$ cat src/hdl/stww_pkg.sv
// stww_pkg: shared types and constants for the scroll tile window wrap point block.
// No dependencies.
package stww_pkg;

  localparam int RING_TILES_DEF = 32;
  localparam int VAL_W = 17;

  localparam logic [5:0] RENDER_W_RST = 6'd31;
  localparam logic [5:0] RENDER_H_RST = 6'd21;
  localparam logic [7:0] MAP_W_RST = 8'd64;
  localparam logic [7:0] MAP_H_RST = 8'd64;

  typedef enum logic [1:0] {
    REG_RENDER_W = 2'd0,
    REG_RENDER_H = 2'd1,
    REG_MAP_W    = 2'd2,
    REG_MAP_H    = 2'd3
  } cfg_reg_t;

  typedef enum logic [1:0] {
    GRP_ALL_COLS = 2'd0,
    GRP_NEW_COLS = 2'd1,
    GRP_ALL_ROWS = 2'd2,
    GRP_NEW_ROWS = 2'd3
  } grp_t;

  typedef struct packed {
    logic                    start;
    logic signed [VAL_W-1:0] value;
    logic [7:0]              divisor;
  } mod_req_t;

  typedef struct packed {
    logic       done;
    logic [7:0] rem;
  } mod_rsp_t;

endpackage

$ cat src/hdl/stww_pos_if.sv
// stww_pos_if: input channel, one camera tile position per word.
// No dependencies.
interface stww_pos_if;
  logic               valid;
  logic               ready;
  logic signed [15:0] pos_x;
  logic signed [15:0] pos_y;

  modport source (output valid, pos_x, pos_y, input ready);
  modport sink (input valid, pos_x, pos_y, output ready);
endinterface

$ cat src/hdl/stww_desc_if.sv
// stww_desc_if: output channel, one wrap point descriptor per word.
// No dependencies.
interface stww_desc_if;
  logic       valid;
  logic       ready;
  logic [1:0] group;
  logic [4:0] ring_start;
  logic [4:0] ring_end;
  logic [5:0] ring_wrap_point;
  logic [7:0] map_start;
  logic [7:0] map_end;
  logic [7:0] map_wrap_point;
  logic       last;

  modport source (output valid, group, ring_start, ring_end, ring_wrap_point,
                  map_start, map_end, map_wrap_point, last, input ready);
  modport sink (input valid, group, ring_start, ring_end, ring_wrap_point,
                map_start, map_end, map_wrap_point, last, output ready);
endinterface

$ cat src/hdl/scroll_tile_window_wrap_points.sv
// scroll_tile_window_wrap_points: top level, APB registers, sequencer, descriptor mux.
// Depends on stww_pkg, stww_pos_if, stww_desc_if, stww_mod.
//
//   channel  dir  handshake      word
//   pos      in   valid/ready    pos_x, pos_y
//   desc     out  valid/ready    group, ring/map start, end, wrap point, last
//   apb      in   psel/penable   render_width, render_height, map_width, map_height
//
// A moved position runs five remainders, one after another, through the shared
// bit-serial unit (stww_mod), then emits four output words.
// An unchanged position is absorbed with no output.
// pos.ready is low from acceptance until the fourth word is taken; desc stalls hold.
// rst is synchronous; registers return to 31/21/64/64 and no position is held.
module scroll_tile_window_wrap_points
  import stww_pkg::*;
#(
  parameter int RING_TILES = RING_TILES_DEF
) (
  input  logic        clk,
  input  logic        rst,
  input  logic        psel,
  input  logic        penable,
  input  logic        pwrite,
  input  logic [3:0]  paddr,
  input  logic [31:0] pwdata,
  output logic [31:0] prdata,
  output logic        pready,
  stww_pos_if.sink    pos,
  stww_desc_if.source desc
);

  localparam int RB = $clog2(RING_TILES);
  localparam logic [RB:0] RING_VAL = (RB+1)'(RING_TILES);
  localparam logic [2:0] JOB_PX = 3'd0;
  localparam logic [2:0] JOB_PXE = 3'd1;
  localparam logic [2:0] JOB_PY = 3'd2;
  localparam logic [2:0] JOB_PYE = 3'd3;
  localparam logic [2:0] JOB_EY = 3'd4;

  typedef enum logic [1:0] {S_IDLE, S_START, S_WAIT, S_EMIT} state_t;

  function automatic logic [4:0] r5(input logic [RB:0] x);
    logic [RB+5:0] e;
    e = (RB+6)'(x);
    return e[4:0];
  endfunction

  function automatic logic [5:0] r6(input logic [RB:0] x);
    logic [RB+5:0] e;
    e = (RB+6)'(x);
    return e[5:0];
  endfunction

  // configuration
  logic [5:0] render_w;
  logic [5:0] render_h;
  logic [7:0] map_w;
  logic [7:0] map_h;
  logic       cfg_wr;

  assign pready = 1'b1;
  assign cfg_wr = psel && penable && pwrite;

  always_ff @(posedge clk) begin
    if (rst) begin
      render_w <= RENDER_W_RST;
      render_h <= RENDER_H_RST;
      map_w    <= MAP_W_RST;
      map_h    <= MAP_H_RST;
    end else if (cfg_wr) begin
      unique case (cfg_reg_t'(paddr[3:2]))
        REG_RENDER_W: render_w <= pwdata[5:0];
        REG_RENDER_H: render_h <= pwdata[5:0];
        REG_MAP_W:    map_w <= pwdata[7:0];
        REG_MAP_H:    map_h <= pwdata[7:0];
        default:      ;
      endcase
    end
  end

  always_comb begin
    unique case (cfg_reg_t'(paddr[3:2]))
      REG_RENDER_W: prdata = {26'd0, render_w};
      REG_RENDER_H: prdata = {26'd0, render_h};
      REG_MAP_W:    prdata = {24'd0, map_w};
      REG_MAP_H:    prdata = {24'd0, map_h};
      default:      prdata = 32'd0;
    endcase
  end

  // sequencer state
  state_t             state;
  logic [2:0]         job;
  logic [1:0]         grp;
  logic signed [15:0] prev_x;
  logic signed [15:0] prev_y;
  logic               prev_valid;
  logic signed [15:0] px;
  logic signed [15:0] py;
  logic               nx_on, nx_pos, x_still;
  logic               ny_on, ny_pos, y_still;
  logic [7:0]         mres [5];

  mod_req_t mreq;
  mod_rsp_t mrsp;

  logic same;
  assign same = prev_valid && pos.pos_x == prev_x && pos.pos_y == prev_y;

  assign pos.ready = (state == S_IDLE);

  // wide sums
  logic signed [VAL_W-1:0] ex, pxe, ey, pye;
  always_comb begin
    ex  = VAL_W'(px) + $signed({11'd0, render_w});
    pxe = VAL_W'(prev_x) + $signed({11'd0, render_w});
    ey  = VAL_W'(py) + $signed({11'd0, render_h});
    pye = VAL_W'(prev_y) + $signed({11'd0, render_h});
  end

  always_comb begin
    mreq.start = (state == S_START);
    unique case (job)
      JOB_PX: begin
        mreq.value   = VAL_W'(px);
        mreq.divisor = map_w;
      end
      JOB_PXE: begin
        mreq.value   = pxe;
        mreq.divisor = map_w;
      end
      JOB_PY: begin
        mreq.value   = VAL_W'(py);
        mreq.divisor = map_h;
      end
      JOB_PYE: begin
        mreq.value   = pye;
        mreq.divisor = map_h;
      end
      JOB_EY: begin
        mreq.value   = ey;
        mreq.divisor = map_h;
      end
      default: begin
        mreq.value   = '0;
        mreq.divisor = 8'd0;
      end
    endcase
  end

  stww_mod u_mod (
    .clk (clk),
    .rst (rst),
    .req (mreq),
    .rsp (mrsp)
  );

  always_ff @(posedge clk) begin
    if (rst) begin
      state      <= S_IDLE;
      job        <= JOB_PX;
      grp        <= GRP_ALL_COLS;
      prev_x     <= '0;
      prev_y     <= '0;
      prev_valid <= 1'b0;
    end else begin
      unique case (state)
        S_IDLE: begin
          if (pos.valid && !same) begin
            px      <= pos.pos_x;
            py      <= pos.pos_y;
            nx_on   <= prev_valid && pos.pos_x != prev_x;
            nx_pos  <= prev_valid && pos.pos_x > prev_x;
            x_still <= prev_valid && pos.pos_x == prev_x;
            ny_on   <= prev_valid && pos.pos_y != prev_y;
            ny_pos  <= prev_valid && pos.pos_y > prev_y;
            y_still <= prev_valid && pos.pos_y == prev_y;
            job     <= JOB_PX;
            state   <= S_START;
          end
        end
        S_START: state <= S_WAIT;
        S_WAIT: begin
          if (mrsp.done) begin
            mres[job] <= mrsp.rem;
            if (job == JOB_EY) begin
              grp   <= GRP_ALL_COLS;
              state <= S_EMIT;
            end else begin
              job   <= job + 3'd1;
              state <= S_START;
            end
          end
        end
        S_EMIT: begin
          if (desc.ready) begin
            if (grp == GRP_NEW_ROWS) begin
              prev_x     <= px;
              prev_y     <= py;
              prev_valid <= 1'b1;
              state      <= S_IDLE;
            end else begin
              grp <= grp + 2'd1;
            end
          end
        end
        default: state <= S_IDLE;
      endcase
    end
  end

  // ring spans
  logic [RB-1:0] sxa, exa0, sxn, exn0, sya, eya0, syn, eyn0;
  logic [RB:0]   sxa_o, exa_o, wxa_o, sxn_o, exn_o, wxn_o;
  logic [RB:0]   sya_o, eya_o, wya_o, syn_o, eyn_o, wyn_o;

  always_comb begin
    sxa  = px[RB-1:0];
    exa0 = ex[RB-1:0];
    sxn  = nx_on ? (nx_pos ? pxe[RB-1:0] : sxa) : '0;
    exn0 = nx_on ? (nx_pos ? exa0 : prev_x[RB-1:0]) : '0;
    sya  = py[RB-1:0];
    eya0 = ey[RB-1:0];
    syn  = ny_on ? (ny_pos ? pye[RB-1:0] : sya) : '0;
    eyn0 = ny_on ? (ny_pos ? eya0 : prev_y[RB-1:0]) : '0;

    sxa_o = {1'b0, sxa};
    wxa_o = (exa0 > sxa) ? {1'b0, exa0} : RING_VAL;
    exa_o = (exa0 > sxa) ? '0 : {1'b0, exa0};

    sxn_o = {1'b0, sxn};
    wxn_o = (exn0 > sxn) ? {1'b0, exn0} : RING_VAL;
    exn_o = (exn0 > sxn) ? '0 : {1'b0, exn0};

    sya_o = {1'b0, sya};
    wya_o = (eya0 > sya) ? {1'b0, eya0} : RING_VAL;
    eya_o = (eya0 > sya) ? '0 : {1'b0, eya0};

    syn_o = {1'b0, syn};
    wyn_o = (eyn0 > syn) ? {1'b0, eyn0} : RING_VAL;
    eyn_o = (eyn0 > syn) ? '0 : {1'b0, eyn0};

    // all-rows and new-columns spans blank when the column held still; new rows blank when the row held
    if (x_still) begin
      sya_o = '0;
      eya_o = '0;
      wya_o = '0;
      sxn_o = '0;
      exn_o = '0;
      wxn_o = '0;
    end
    if (y_still) begin
      syn_o = '0;
      eyn_o = '0;
      wyn_o = '0;
    end
  end

  // map spans
  logic [7:0] mxa, mxn, mya, myn, mea, mwa, men, mwn;
  always_comb begin
    mxa = mres[JOB_PX];
    mxn = nx_pos ? mres[JOB_PXE] : mxa;
    mya = mres[JOB_PY];
    myn = ny_pos ? mres[JOB_PYE] : mya;
    mwa = (mres[JOB_EY] > mya) ? mres[JOB_EY] : map_h;
    mea = (mres[JOB_EY] > mya) ? 8'd0 : mres[JOB_EY];
    mwn = (mres[JOB_EY] > myn) ? mres[JOB_EY] : map_h;
    men = (mres[JOB_EY] > myn) ? 8'd0 : mres[JOB_EY];
  end

  assign desc.valid = (state == S_EMIT);
  assign desc.group = grp;
  assign desc.last  = (grp == GRP_NEW_ROWS);

  always_comb begin
    unique case (grp_t'(grp))
      GRP_ALL_COLS: begin
        desc.ring_start      = r5(sxa_o);
        desc.ring_end        = r5(exa_o);
        desc.ring_wrap_point = r6(wxa_o);
        desc.map_start       = mxa;
        desc.map_end         = 8'd0;
        desc.map_wrap_point  = 8'd0;
      end
      GRP_NEW_COLS: begin
        desc.ring_start      = r5(sxn_o);
        desc.ring_end        = r5(exn_o);
        desc.ring_wrap_point = r6(wxn_o);
        desc.map_start       = mxn;
        desc.map_end         = 8'd0;
        desc.map_wrap_point  = 8'd0;
      end
      GRP_ALL_ROWS: begin
        desc.ring_start      = r5(sya_o);
        desc.ring_end        = r5(eya_o);
        desc.ring_wrap_point = r6(wya_o);
        desc.map_start       = mya;
        desc.map_end         = mea;
        desc.map_wrap_point  = mwa;
      end
      GRP_NEW_ROWS: begin
        desc.ring_start      = r5(syn_o);
        desc.ring_end        = r5(eyn_o);
        desc.ring_wrap_point = r6(wyn_o);
        desc.map_start       = myn;
        desc.map_end         = men;
        desc.map_wrap_point  = mwn;
      end
      default: begin
        desc.ring_start      = 5'd0;
        desc.ring_end        = 5'd0;
        desc.ring_wrap_point = 6'd0;
        desc.map_start       = 8'd0;
        desc.map_end         = 8'd0;
        desc.map_wrap_point  = 8'd0;
      end
    endcase
  end

`ifndef SYNTHESIS
  a_busy_while_emit: assert property (@(posedge clk) disable iff (rst)
    desc.valid |-> !pos.ready)
    else $error("input taken while descriptors pending");

  a_prev_after_last: assert property (@(posedge clk) disable iff (rst)
    (desc.valid && desc.ready && desc.last) |=> (prev_valid && state == S_IDLE))
    else $error("held position not updated after last word");

  a_rem_range: assert property (@(posedge clk) disable iff (rst)
    (state == S_WAIT && mrsp.done && mreq.divisor != 8'd0) |-> mrsp.rem < mreq.divisor)
    else $error("remainder out of range");
`endif

endmodule

$ cat src/hdl/stww_mod.sv
// stww_mod: bit-serial non-negative remainder of a signed value by an 8-bit divisor.
// Depends on stww_pkg. One quotient bit per cycle.
module stww_mod
  import stww_pkg::*;
(
  input  logic     clk,
  input  logic     rst,
  input  mod_req_t req,
  output mod_rsp_t rsp
);

  localparam int CW = $clog2(VAL_W);

  logic             busy;
  logic             done;
  logic [CW-1:0]    cnt;
  logic [VAL_W-1:0] mag;
  logic             neg;
  logic [7:0]       div;
  logic [7:0]       rem;

  logic [8:0] shifted;
  logic [8:0] trial;
  logic [7:0] rem_next;

  always_comb begin
    shifted  = {rem, mag[cnt]};
    trial    = shifted - {1'b0, div};
    rem_next = (shifted >= {1'b0, div}) ? trial[7:0] : shifted[7:0];
  end

  always_ff @(posedge clk) begin
    if (rst) begin
      busy <= 1'b0;
      done <= 1'b0;
    end else begin
      done <= 1'b0;
      if (req.start) begin
        busy <= 1'b1;
        cnt  <= CW'(VAL_W - 1);
        neg  <= req.value[VAL_W-1];
        mag  <= req.value[VAL_W-1] ? VAL_W'(-req.value) : VAL_W'(req.value);
        div  <= req.divisor;
        rem  <= 8'd0;
      end else if (busy) begin
        rem <= rem_next;
        if (cnt == '0) begin
          busy <= 1'b0;
          done <= 1'b1;
        end else begin
          cnt <= cnt - CW'(1);
        end
      end
    end
  end

  always_comb begin
    rsp.done = done;
    if (div == 8'd0) begin
      rsp.rem = 8'd0;
    end else if (neg && rem != 8'd0) begin
      rsp.rem = div - rem;
    end else begin
      rsp.rem = rem;
    end
  end

endmodule

$ cat src/flat_wrapper.sv
// flat-port wrapper written by rule: the top's interface ports become plain ports
module scroll_tile_window_wrap_points_flat import stww_pkg::*;
#(
  parameter int RING_TILES = RING_TILES_DEF
)
  (clk, rst, psel, penable, pwrite, paddr, pwdata, prdata, pready, pos_valid, pos_pos_x, pos_pos_y, pos_ready, desc_valid, desc_group, desc_ring_start, desc_ring_end, desc_ring_wrap_point, desc_map_start, desc_map_end, desc_map_wrap_point, desc_last, desc_ready);
  stww_pos_if pos_i ();
  stww_desc_if desc_i ();
  input  logic clk;
  input  logic rst;
  input  logic psel;
  input  logic penable;
  input  logic pwrite;
  input  logic [3:0] paddr;
  input  logic [31:0] pwdata;
  output logic [31:0] prdata;
  output logic pready;
  input wire logic [$bits(pos_i.valid)-1:0] pos_valid;
  input wire logic [$bits(pos_i.pos_x)-1:0] pos_pos_x;
  input wire logic [$bits(pos_i.pos_y)-1:0] pos_pos_y;
  output wire logic [$bits(pos_i.ready)-1:0] pos_ready;
  output wire logic [$bits(desc_i.valid)-1:0] desc_valid;
  output wire logic [$bits(desc_i.group)-1:0] desc_group;
  output wire logic [$bits(desc_i.ring_start)-1:0] desc_ring_start;
  output wire logic [$bits(desc_i.ring_end)-1:0] desc_ring_end;
  output wire logic [$bits(desc_i.ring_wrap_point)-1:0] desc_ring_wrap_point;
  output wire logic [$bits(desc_i.map_start)-1:0] desc_map_start;
  output wire logic [$bits(desc_i.map_end)-1:0] desc_map_end;
  output wire logic [$bits(desc_i.map_wrap_point)-1:0] desc_map_wrap_point;
  output wire logic [$bits(desc_i.last)-1:0] desc_last;
  input wire logic [$bits(desc_i.ready)-1:0] desc_ready;
  assign pos_i.valid = pos_valid;
  assign pos_i.pos_x = pos_pos_x;
  assign pos_i.pos_y = pos_pos_y;
  assign pos_ready = pos_i.ready;
  assign desc_valid = desc_i.valid;
  assign desc_group = desc_i.group;
  assign desc_ring_start = desc_i.ring_start;
  assign desc_ring_end = desc_i.ring_end;
  assign desc_ring_wrap_point = desc_i.ring_wrap_point;
  assign desc_map_start = desc_i.map_start;
  assign desc_map_end = desc_i.map_end;
  assign desc_map_wrap_point = desc_i.map_wrap_point;
  assign desc_last = desc_i.last;
  assign desc_i.ready = desc_ready;
  scroll_tile_window_wrap_points #(.RING_TILES(RING_TILES)) u_core (.clk(clk), .rst(rst), .psel(psel), .penable(penable), .pwrite(pwrite), .paddr(paddr), .pwdata(pwdata), .prdata(prdata), .pready(pready), .pos(pos_i), .desc(desc_i));
endmodule
$ cat config.mk
export PLATFORM = sky130hd
export DESIGN_NAME = scroll_tile_window_wrap_points_flat
export DESIGN_NICKNAME = d
export VERILOG_FILES = /design/src/hdl/stww_pkg.sv /design/src/hdl/stww_pos_if.sv /design/src/hdl/stww_desc_if.sv /design/src/hdl/scroll_tile_window_wrap_points.sv /design/src/hdl/stww_mod.sv /design/src/flat_wrapper.sv
export SDC_FILE = /design/constraint.sdc
export NUM_CORES = 1
export LEC_CHECK = 0
export BUFFER_PORTS_ARGS = -buffer_cell sky130_fd_sc_hd__buf_4
export CORE_MARGIN = 2
export CORE_UTILIZATION = 45
export DETAILED_ROUTE_END_ITERATION = 10
export MAX_ROUTING_LAYER = met4
export PLACE_DENSITY = 0.69
export SETUP_SLACK_MARGIN = 0.05
export SLEW_MARGIN = 20
export SYNTH_ARGS = -nofsm -noshare
export SYNTH_HDL_FRONTEND = slang
export SYNTH_SLANG_ARGS = --single-unit
$ cat constraint.sdc
create_clock -name clk -period 8.25 [get_ports clk]
set_input_delay 0.4125 -clock clk [delete_from_list [all_inputs] [get_ports clk]]
set_output_delay 0.4125 -clock clk [all_outputs]
set_load 0.01 [all_outputs]
# After elaboration in Yosys (flattened, before gate mapping)
# Memory sizes are Yosys's and may differ from the RTL's.
# Index checks and enable logic that the tools add are counted.
# W data, S select, Z words.
[totals]
mem_bits_ro = 0
out_inout_bits = 78
reg_bits = 147
word_cells = 181
input_bits = 75
latchBits = 0
n_memories = 1
mem_bits_rw = 40
[classes]
reduce_logical = 36
shift = 0
add_sub_neg = 10
muxes = 71
mul = 0
div_mod_pow = 0
bitwise = 2
order_cmp = 10
eq_ne = 25
[mem_list]
columns = ["memory", "words", "word_bits", "rd", "rd_ports_with_merged_regs", "write_ports", "line_no", "source"]
rows = [
  ["u_core.mres", 5, 8, 5, 0, 1, "scroll_tile_window_wrap_points.sv:102", "logic [7:0] mres [5];"],
]
[op_table]
columns = ["operator", "count"]
rows = [
  ["$pmux W32 S4", 1],
  ["$pmux W25 S5", 1],
  ["$mux W5", 20],
  ["$mux W8", 10],
  ["$add A16 B7 Y17", 3],
  ["$pmux W8 S3", 2],
  ["$mux W6", 7],
  ["$pmux W5 S4", 2],
  ["$eq A16 B16 Y1", 2],
  ["$gt A16 B16 Y1", 2],
  ["$ne A16 B16 Y1", 2],
  ["$pmux W8 S4", 1],
  ["$pmux W6 S4", 1],
  ["$gt A5 B5 Y1", 4],
  ["$mux W2", 9],
  ["$neg A17 Y17", 1],
  ["$gt A8 B8 Y1", 2],
  ["$mux W16", 1],
  ["$sub A8 B8 Y8", 2],
  ["$eq A2 B2 Y1 const B", 6],
  ["$reduce_and A2 Y1", 6],
  ["$logic_and A1 B1 Y1", 11],
  ["$ne A2 B1 Y1 const B", 5],
  ["$ge A9 B8 Y1", 1],
  ["other kinds (29)", 52],
]

# Logic depth before layout (Yosys ltp)
# Gate-level depths: netlist of the first run.
[depth]
ltp_word = 7
depth_mapped = 17
mapped_depth_nobuf = 17

# By module
# A second synthesis of the first run with hierarchy kept.
[unflattened]
cells_unflattened = 1396
hier_area_um2 = 13126.3
[by_module_without_submodules]
columns = ["module", "area_each_um2", "instances", "seq_area_each_um2", "cells_each"]
rows = [
  ["scroll_tile_window_wrap_points", 10303.6, 1, 3703.6, 1126],
  ["stww_mod", 2822.7, 1, 1211.2, 270],
]

# Worst setup path before layout of the first run
# No wires, ideal clock.
[synth_path]
kind = "register to register"
from = "reg u_core.prev_x[10]"
to = "reg u_core.nx_on, enable pin"
setup_time_ns = 0.528
slack_ns = 2.978
n_path_buf = 0
t_arrival_ns = 4.744
t_required_ns = 7.722
path_stages_with_launch = 8
synth_period_minus_slack_ns = 5.272
path_cell_list = "dfxtp_1 > inv_1 > ha_1 > nand4_1 > nor4_1 > nand2_1 > o21ai_0 > nor4_1"
[synth_between]
elab_chain_cells = 6
[synth_rtl]
columns = ["element", "line_no", "source"]
rows = [
  ["start: declaration", "scroll_tile_window_wrap_points.sv:95", "logic signed [15:0] prev_x;"],
  ["start signal: assignment", "scroll_tile_window_wrap_points.sv:198", "prev_x <= px;"],
  ["$eq A16 B16 Y1", "scroll_tile_window_wrap_points.sv:108", "assign same = prev_valid && pos.pos_x == prev_x && pos.pos_y == prev_y;"],
  ["$logic_and A1 B1 Y1 (2 in series)", "scroll_tile_window_wrap_points.sv:108", ""],
  ["$logic_not A1 Y1", "scroll_tile_window_wrap_points.sv:169", "if (pos.valid && !same) begin"],
  ["$logic_and A1 B1 Y1", "scroll_tile_window_wrap_points.sv:169", ""],
  ["$reduce_and A3 Y1 (no source line)", "-", ""],
  ["end signal: assignment", "scroll_tile_window_wrap_points.sv:172", "nx_on <= prev_valid && pos.pos_x != prev_x;"],
  ["end: declaration", "scroll_tile_window_wrap_points.sv:100", "logic nx_on, nx_pos, x_still;"],
]
# Every way passes these cells.
# A chain may end at the register's enable or synchronous reset.

# Worst setup path in the final report of the first run
[layout_path]
from = "reg u_core.py[0]"
to = "out desc_ring_end[4]"
[layout_between]
elab_chain_cells = 7
word_cells_on_any_way = 12
cone_classes = "add/sub: 1; order compare: 2; mux: 9"
[layout_rtl]
columns = ["element", "line_no", "source"]
rows = [
  ["start: declaration", "scroll_tile_window_wrap_points.sv:99", "logic signed [15:0] py;"],
  ["start signal: assignment", "scroll_tile_window_wrap_points.sv:171", "py <= pos.pos_y;"],
  ["$add A16 B7 Y17", "scroll_tile_window_wrap_points.sv:117", "ey = VAL_W'(py) + $signed({11'd0, render_h});"],
  ["$mux W5 (2 in series)", "scroll_tile_window_wrap_points.sv:225", "eyn0 = ny_on ? (ny_pos ? eya0 : prev_y[RB-1:0]) : '0;"],
  ["$gt A5 B5 Y1", "scroll_tile_window_wrap_points.sv:241", "eyn_o = (eyn0 > syn) ? '0 : {1'b0, eyn0};"],
  ["$mux W5", "scroll_tile_window_wrap_points.sv:241", ""],
  ["$mux W5", "scroll_tile_window_wrap_points.sv:252", "if (y_still) begin"],
  ["$pmux W5 S4 *", "scroll_tile_window_wrap_points.sv:277", "unique case (grp_t'(grp))"],
  ["end: declaration", "flat_wrapper.sv:25", "output wire logic [$bits(desc_i.ring_end)-1:0] desc_ring_end;"],
]
# Mark *: on every way between the ends. The rest lies on a longest branch, timed or not.

==> results of run 1 <==
area by class of cell:
type | count | area, µm² | area share (%)
flip-flops and latches | 187 | 4915 | 33.61
multi-input cells | 1048 | 7386 | 50.50
well taps | 384 | 480.5 | 3.285
repair buffers | 114 | 855.8 | 5.852
clock buffers | 21 | 493.0 | 3.371
inverters | 105 | 394.1 | 2.695
clock inverters | 10 | 100.1 | 0.6845
metrics by stage:
| step | total power, mW | cell area [µm²] | cells | hold WS, ps |
|---|---|---|---|---|
| 4_1_cts | 2.225 | 14620 | 1869 | 135.2 |
| 2_1_floorplan | 1.291 | 13060 | 1414 | 436.3 |
| 3_3_place_gp | 1.389 | 14030 | 1838 | 441.4 |
| 6_report | 2.216 | 14620 | 1869 | 151.7 |
| 5_1_grt | 2.305 | 14620 | 1869 | 132.1 |
| 3_5_place_dp | 1.398 | 14030 | 1838 | 450.0 |
layer usage:
layer | vias up | part of all wire [%]
met3 | 33 | 6.3
met1 | 5097 | 46
met5 | - | 0
met2 | 328 | 46
met4 | 0 | 1.2
li1 | 5171 | -
placed cells by master (no fill, tap or decap), types with 6 or more instances in the layout:
cell	n
nor2_1	132
nand2_1	128
edfxtp_1	117
ha_1	114
buf_4	114
inv_1	104
a21oi_1	100
dfxtp_1	70
mux2i_1	50
xnor2_1	45
o21ai_0	41
nor2b_1	37
nand3_1	27
conb_1	26
a22o_1	24
nand4_1	21
nand2b_1	20
o21a_1	20
a21o_1	19
clkbuf_16	19
xor2_1	18
o22ai_1	18
and2_1	15
nor3_1	14
a221oi_1	14
a22oi_1	13
a211o_1	12
a211oi_1	11
a31oi_1	10
mux4_2	10
or3_1	8
and3_1	8
mux2_2	6
o211ai_1	6
fa_1	6
kinds of logic after synthesis:
family	after synthesis	share of synthesized area [%]
AO/OA/AOI/OAI	336	17.75
XOR/XNOR	63	4.256
adder cells (fa/ha/maj)	120	11.93
buffers and inverters	179	5.925
flip-flops	187	37.91
multiplexers	66	6.119
other	2	0.05793
AND/OR/NAND/NOR	437	16.06
how the worst max path moves through the flow:
stage	endpoint	slack, ps	cells after the start	start
after global placement	desc_ring_end[3]	3730	17	u_core.py[0]
after floorplan	u_core.nx_on	2980	7	u_core.prev_x[10]
after global routing	desc_ring_end[3]	2840	17	u_core.py[0]
after detailed placement	desc_ring_end[4]	3680	17	u_core.py[0]
after CTS	desc_ring_end[4]	3180	17	u_core.py[0]
final	desc_ring_end[4]	3030	17	u_core.py[0]
registers in the layout (all words and copies together), names as in the netlist, 2 cells and up:
| signal | flops |
|---|---|
| u_core.desc.group | 2 |
| u_core.job | 3 |
| u_core.map_h | 8 |
| u_core.map_w | 8 |
| u_core.mres | 40 |
| u_core.prev_x | 16 |
| u_core.prev_y | 16 |
| u_core.px | 16 |
| u_core.py | 16 |
| u_core.render_h | 6 |
| u_core.render_w | 6 |
| u_core.state | 2 |
| u_core.u_mod.cnt | 5 |
| u_core.u_mod.div | 8 |
| u_core.u_mod.mag | 17 |
| u_core.u_mod.rem | 8 |
synth_stat cells, drive strengths merged (21+ instances only):
cell / instances / area, µm²
inv: 104 / 390.4
nand3: 27 / 135.1
ha: 114 / 1426
mux2i: 50 / 500.5
o21ai: 43 / 215.2
clkbuf: 41 / 153.9
a21oi: 101 / 516.8
nand4: 21 / 131.4
buf: 33 / 220.2
xnor2: 45 / 394.1
dfxtp: 70 / 1401
nor2: 133 / 499.2
nor2b: 37 / 231.5
a22o: 24 / 210.2
nand2: 128 / 480.5
edfxtp: 117 / 3513
power by group:
| part | total [mW] | internal (mW) | switching (mW) | leakage [nW] |
|---|---|---|---|---|
| sequential | 1.05 | 1.03 | 0.0299 | 1.64 |
| combinational | 0.327 | 0.142 | 0.186 | 3.78 |
| clock | 0.834 | 0.464 | 0.369 | 0.297 |
==> summary.md, run 1 <==
| Metric | Value |
|---|---|
| Outcome | finished, final reports clean |
| Worst path top cell family by delay | adder cells |
| Post-CTS sizing | 0 |
| RSZ-0062 raised after global routing | false |
| Total GRT Usage | between 20% and 30% |
| Reg2Reg Capture Point | u_core.u_mod.rem[0] |
| Period Utilization, post-route | 63.30% |
| H-tree levels | 4 |
| Slew Limit Fails | 0 |
| ANT nets after route | 0 |
| YS warnings | 0 |
| FF+latch count, synth | ~190 |
| Port buffer count | 101 |
| Worst-path clk slew | approximately 80 ps |
| Rows | between 60 and 70 |
| R2R depth | 16 |
| Final WS setup | a little over 3000 ps |
| Post-synthesis sequential area ratio | 37.91% |
| GPL Wtd Cong | about 0.97 |
| Setup tns final | 0 ps |
| Clk_skew | between 10 and 15 ps |
| Syn Inst Count | 1390 |
| CP max stage delay | 620 ps |
| CTS max path bufs | 2 |
| Via count | 10630 |
| Initial Utilization | between 40% and 50% |
| Synth Flop Type | edfxtp_1 |
| Via-to-Cell Ratio | between 5 and 6 |
| TritonRoute pass-1 iters | 5 |
| Hold Path End | u_core.px[0] |
| R2R Path Start | u_core.u_mod.cnt[0] |
| Achievable Freq | between 0.15 and 0.2 GHz |
| First-pass GRT wire length | between 50 and 60 mm |
| Share of cells above drive strength 1 | 12.19% |
| Final net count | 1668 |
| Drt drc | 0 |
| Root buffer cell | clkbuf_16 |
| CP bufs+invs | 3 |
| Final min period | around 5200 ps |
| Grt met1 use | 34.61% |
| Critical Path RT | about 7800 ps |
| Worst hold path depth | 1 |
| Pwr dens | 151.5 nW/µm² |
| HP Start | pos_pos_x[0] |
| Nature of the critical path endpoint | output port |
| Die Area | around 30000 µm² |
| Syn avg cell area | a little over 9 µm² |
| Slew HR | 37.19% |
| Routed WL | 36.68 mm |
| Worst path cell trace | ha_1 -> inv_1 -> fa_1 -> nor2b_1 -> o22ai_2 -> xnor2_1 -> mux2i_1 -> nor2b_1 -> ha_1 -> inv_1 -> a21oi_1 -> o22a_1 -> nor2_1 -> a22o_1 -> a21oi_1 -> o22ai_1 -> buf_4 |
| Sink Count | around 190 |
| Largest net degree at the start of global routing | between 70 and 80 |
| DP Wirelength | around 28 mm |
| CTS buffer count | 17 |
| Grt met2 use | between 30 and 40% |
| Die width | approximately 170 µm |
| Ys async rst share | 0% |
| FILL cells | ~2700 |
| Max Cap Viol | 0 |
| Hold-fix buffers, CTS | 0 |
| R2R Setup Slk | approximately 4000 ps |
| CP Class | flop to output port |
| Post-route core utilization | around half |
| Crit Path Max Fanout | 7 |
| Wire per inst | 19.63 µm |
| First DRT Iteration DRCs | 881 |
| Total gr overflow | 0 |
| Tightest Hold Check Type | input port to flop |
| Area of the mapped netlist | approximately 13000 µm² |
| I/O pin count | around 150 |
| Startpoint class of the critical path | flop |
| Area growth, synth to finish | 12.80% |
| Worst-Skew Late Latency | 450 ps |
| Vias in the first global route | 10310 |
| Initial antenna violation count | 0 |
| CTS tree | yes |
| Worst path slowest cell | edfxtp_1 |
| Final hold violation count | 0 |
| Core area | around 29000 µm² |
| Die height | 173.7 µm |
| LEAKAGE | ~5.7 nW |
| Placement Setup Slack | about 3700 ps |
| Maximum vdd ir drop | ~0.13 mV |
| Post-synth EDFFs | between 100 and 150 |
| Postcts setup bufs | 0 |
| Slew @ Worst Pin | about 940 ps |
| Final setup fails | 0 |
| Busiest grt layer | met2 |
| Inserted Diodes | 0 |
| GR Util met3 | under 10% |
| WP data arrival | ~4800 ps |
| Post-synth cell types | between 70 and 80 |
No activity file was read; power rests on OpenSTA's default activity.
==> run 2, diff against run 1 <==
--- a/config.mk
+++ b/config.mk
@@ -10,7 +10,7 @@
 export CORE_UTILIZATION = 45
 export DETAILED_ROUTE_END_ITERATION = 10
 export MAX_ROUTING_LAYER = met4
-export PLACE_DENSITY = 0.69
+export PLACE_DENSITY = 0.72
 export SETUP_SLACK_MARGIN = 0.05
 export SLEW_MARGIN = 20
 export SYNTH_ARGS = -nofsm -noshare
==> constraint.sdc (replaced) <==
create_clock -name clk -period 4.4 [get_ports clk]
set_input_delay 0.22 -clock clk [delete_from_list [all_inputs] [get_ports clk]]
set_output_delay 0.22 -clock clk [all_outputs]
set_load 0.01 [all_outputs]
==> run 2 against run 1 <==
  * Design area rose by 3.2%
  * Sequential share of layout area down 0.96 points
  * Die area unchanged
  * Global-route usage grew 0.26 points
  * Flip-flop and latch count is the same
  * Critical path type unchanged
==> summary.md, run 2 (same netlist as run 1, synthesis figures left out) <==
| Metric | Value |
|---|---|
| Outcome | finished, final reports clean (unchanged) |
| First DRT Iteration DRCs | 895 (was 881) |
| Vias in the first global route | 10590 (was 10310) |
| Core area | 28550 µm² (unchanged) |
| Largest Register | u_core.mres (unchanged) |
| Most frequent cells in the layout | 130 x nor2_1, 128 x nand2_1, 125 x buf_4, 117 x edfxtp_1, 114 x ha_1 (was 132 x nor2_1, 128 x nand2_1, 117 x edfxtp_1, 114 x ha_1, 114 x buf_4) |
| Final net count | 1713 (was 1668) |
| Die height | 173.7 µm (unchanged) |
| Placed insts | 1848 (was 1838) |
| Drt drc | 0 (unchanged) |
| Initial antenna violation count | 0 (unchanged) |
| DP Wirelength | 28.87 mm (was 28.48 mm) |
| Via-to-Cell Ratio | 5.752 (was 5.687) |
| Slew Limit Fails | 0 (unchanged) |
| Setup tns final | 0 ps (unchanged) |
| Nature of the critical path endpoint | output port (unchanged) |
| CTS max path bufs | 2 (unchanged) |
| Max Cap Viol | 0 (unchanged) |
| CP Class | flop to output port (unchanged) |
| Psw | 1.142 mW (was 0.5849 mW) |
| Maximum vdd ir drop | 0.2725 mV (was 0.1315 mV) |
| Rows | 62 (unchanged) |
| WP data arrival | 4030 ps (was 4810 ps) |
| Final setup fails | 0 (unchanged) |
| Final std cells w/o fill | 1915 (was 1869) |
| RSZ-0062 raised after global routing | true (was false) |
| GPL Wtd Cong | 0.9728 (was 0.9654) |
| Clk_skew | 11.76 ps (was 13.13 ps) |
| Post-route core utilization | 52.85% (was 51.23%) |
| Sink Count | 187 (unchanged) |
| Slew @ Worst Pin | 948.3 ps (was 935.9 ps) |
| Worst-Skew Late Latency | 450 ps (about the same) |
| Routed WL | 37.31 mm (was 36.68 mm) |
| Top Registers | u_core.mres x40, u_core.u_mod.mag x17 (unchanged) |
| CTS buffer count | 17 (unchanged) |
| Worst-path clk slew | 70 ps (was 80 ps) |
| Period Utilization, post-route | a little over nine tenths |
| Wire per inst | 19.48 µm (was 19.63 µm) |
| Total gr overflow | 0 (unchanged) |
| Tightest Hold Check Type | input port to flop (unchanged) |
| CTS tree | yes (unchanged) |
| Achievable Freq | between 0.2 and 0.25 GHz |
| Inserted Diodes | 0 (unchanged) |
| Root buffer cell | clkbuf_16 (unchanged) |
| H-tree levels | 4 (unchanged) |
| Final hold violation count | 0 (unchanged) |
| Max reg flops | 40 (unchanged) |
| ANT nets after route | 0 (unchanged) |
| Initial Utilization | 45.42% (unchanged) |
| Critical Path RT | 4180 ps (was 7840 ps) |
| Clock share of power | 35.6% (was 37.6%) |
| Largest net degree at the start of global routing | 75 (unchanged) |
| LEAKAGE | 5.884 nW (was 5.719 nW) |
| Final min period | roughly 4200 ps |
| Die width | 173.7 µm (unchanged) |
| Via count | 11020 (was 10630) |
| Port buffer count | 101 (unchanged) |
| Commonest non-fill, non-tap cell in the layout | nor2_1 (unchanged) |
| Startpoint class of the critical path | flop (unchanged) |
| Internal power | 2.952 mW (was 1.631 mW) |
| I/O pin count | 153 (unchanged) |
| Sw frac | 27.89% (was 26.39%) |
| First-pass GRT wire length | 58.90 mm (was 57.88 mm) |
| Slew HR | 36.54% (was 37.19%) |
| Comb pwr share | 16.1% (was 14.8%) |
| Total GRT Usage | 25.59% (was 25.33%) |
| Pwr dens | 271.3 nW/µm² (was 151.5 nW/µm²) |
| Share of cells above drive strength 1 | 13.85% (was 12.19%) |
| Area growth, synth to finish | 16.38% (was 12.80%) |
| TritonRoute pass-1 iters | 5 (unchanged) |
| Die Area | 30180 µm² (unchanged) |
| Sequential power share | 48.3% (was 47.6%) |
| Crit Path Max Fanout | 7 (unchanged) |
run 2: cell types whose count changed in the layout (fill, tap and decap cells not counted), sizes merged:
cell,change
inv,-1
buf,+11
bufinv,-1
clkinvlp,+4
clkinv,+1
dlygate4sd3,+34
clkbuf,-2
run 2: what timing repair did:
item	4_1_cts	5_1_grt
buffers inserted	0	1
setup endpoints to repair	6	11
pin swaps	0	2
endpoints found under the hold margin	34	0
resized for setup	5	20
hold buffers	34	0
run 2: worst max-delay path, cell delays in order (launching register included):
cell,delay (ps)
dfxtp_2,400
ha_1,270
inv_1,80
fa_1,410
nor2b_1,210
o22ai_2,130
xnor2_1,240
mux2i_1,170
nor2b_2,240
ha_1,260
inv_1,80
a21oi_1,40
o22a_2,260
and3_1,200
a221oi_1,260
o22ai_1,150
buf_4,170
run 2: cell type report:
class                      instances  area (µm²)
sequential                       187        4926
inverter                         105       394.1
fill                            2630       13460
clock inverter                    13       110.1
tap                              384       480.5
multi-input combinational       1048        7466
timing repair buffer             159        1279
clock buffer                      19       432.9
run 2: power by group through the flow:
stage          registers, mW  clock network, mW  logic (mW)
2_1_floorplan           1.99                  0       0.436
3_5_place_dp            2.02                  0       0.620
3_3_place_gp            2.01                  0       0.604
6_report                1.98               1.46       0.658
5_1_grt                 1.98               1.54       0.727
4_1_cts                 1.98               1.47       0.649
run 2: stage by stage:
stage               total power, mW  hold slack [ps]  area, µm²  setup WS (ps)
global route                  4.247            14.23      15090          15.95
CTS                           4.098            5.713      15010          66.75
detailed placement            2.635            411.6      14110          361.3
floorplan                     2.421            318.9      13060          650.7
finish                        4.093            10.85      15090          151.0
global placement              2.618            410.8      14110          412.5
run 2: final timing paths:
kind,startpoint,cells after the start,endpoint,slack [ps]
min,pwdata[1],2,u_core.render_w[1],10
min reg2reg,u_core.prev_x[12],2,u_core.prev_x[12],460
max,u_core.render_h[0],16,desc_ring_wrap_point[3],150
max reg2reg,u_core.u_mod.cnt[0],17,u_core.u_mod.rem[0],400
run 2: per-layer routing:
metal,global-route usage [%],vias up,wire length [µm]
met5,-,-,0
met1,34.49,5309,16740
met2,39.84,403,17020
met4,8.053,0,886
li1,-,5250,-
met3,3.750,54,2660
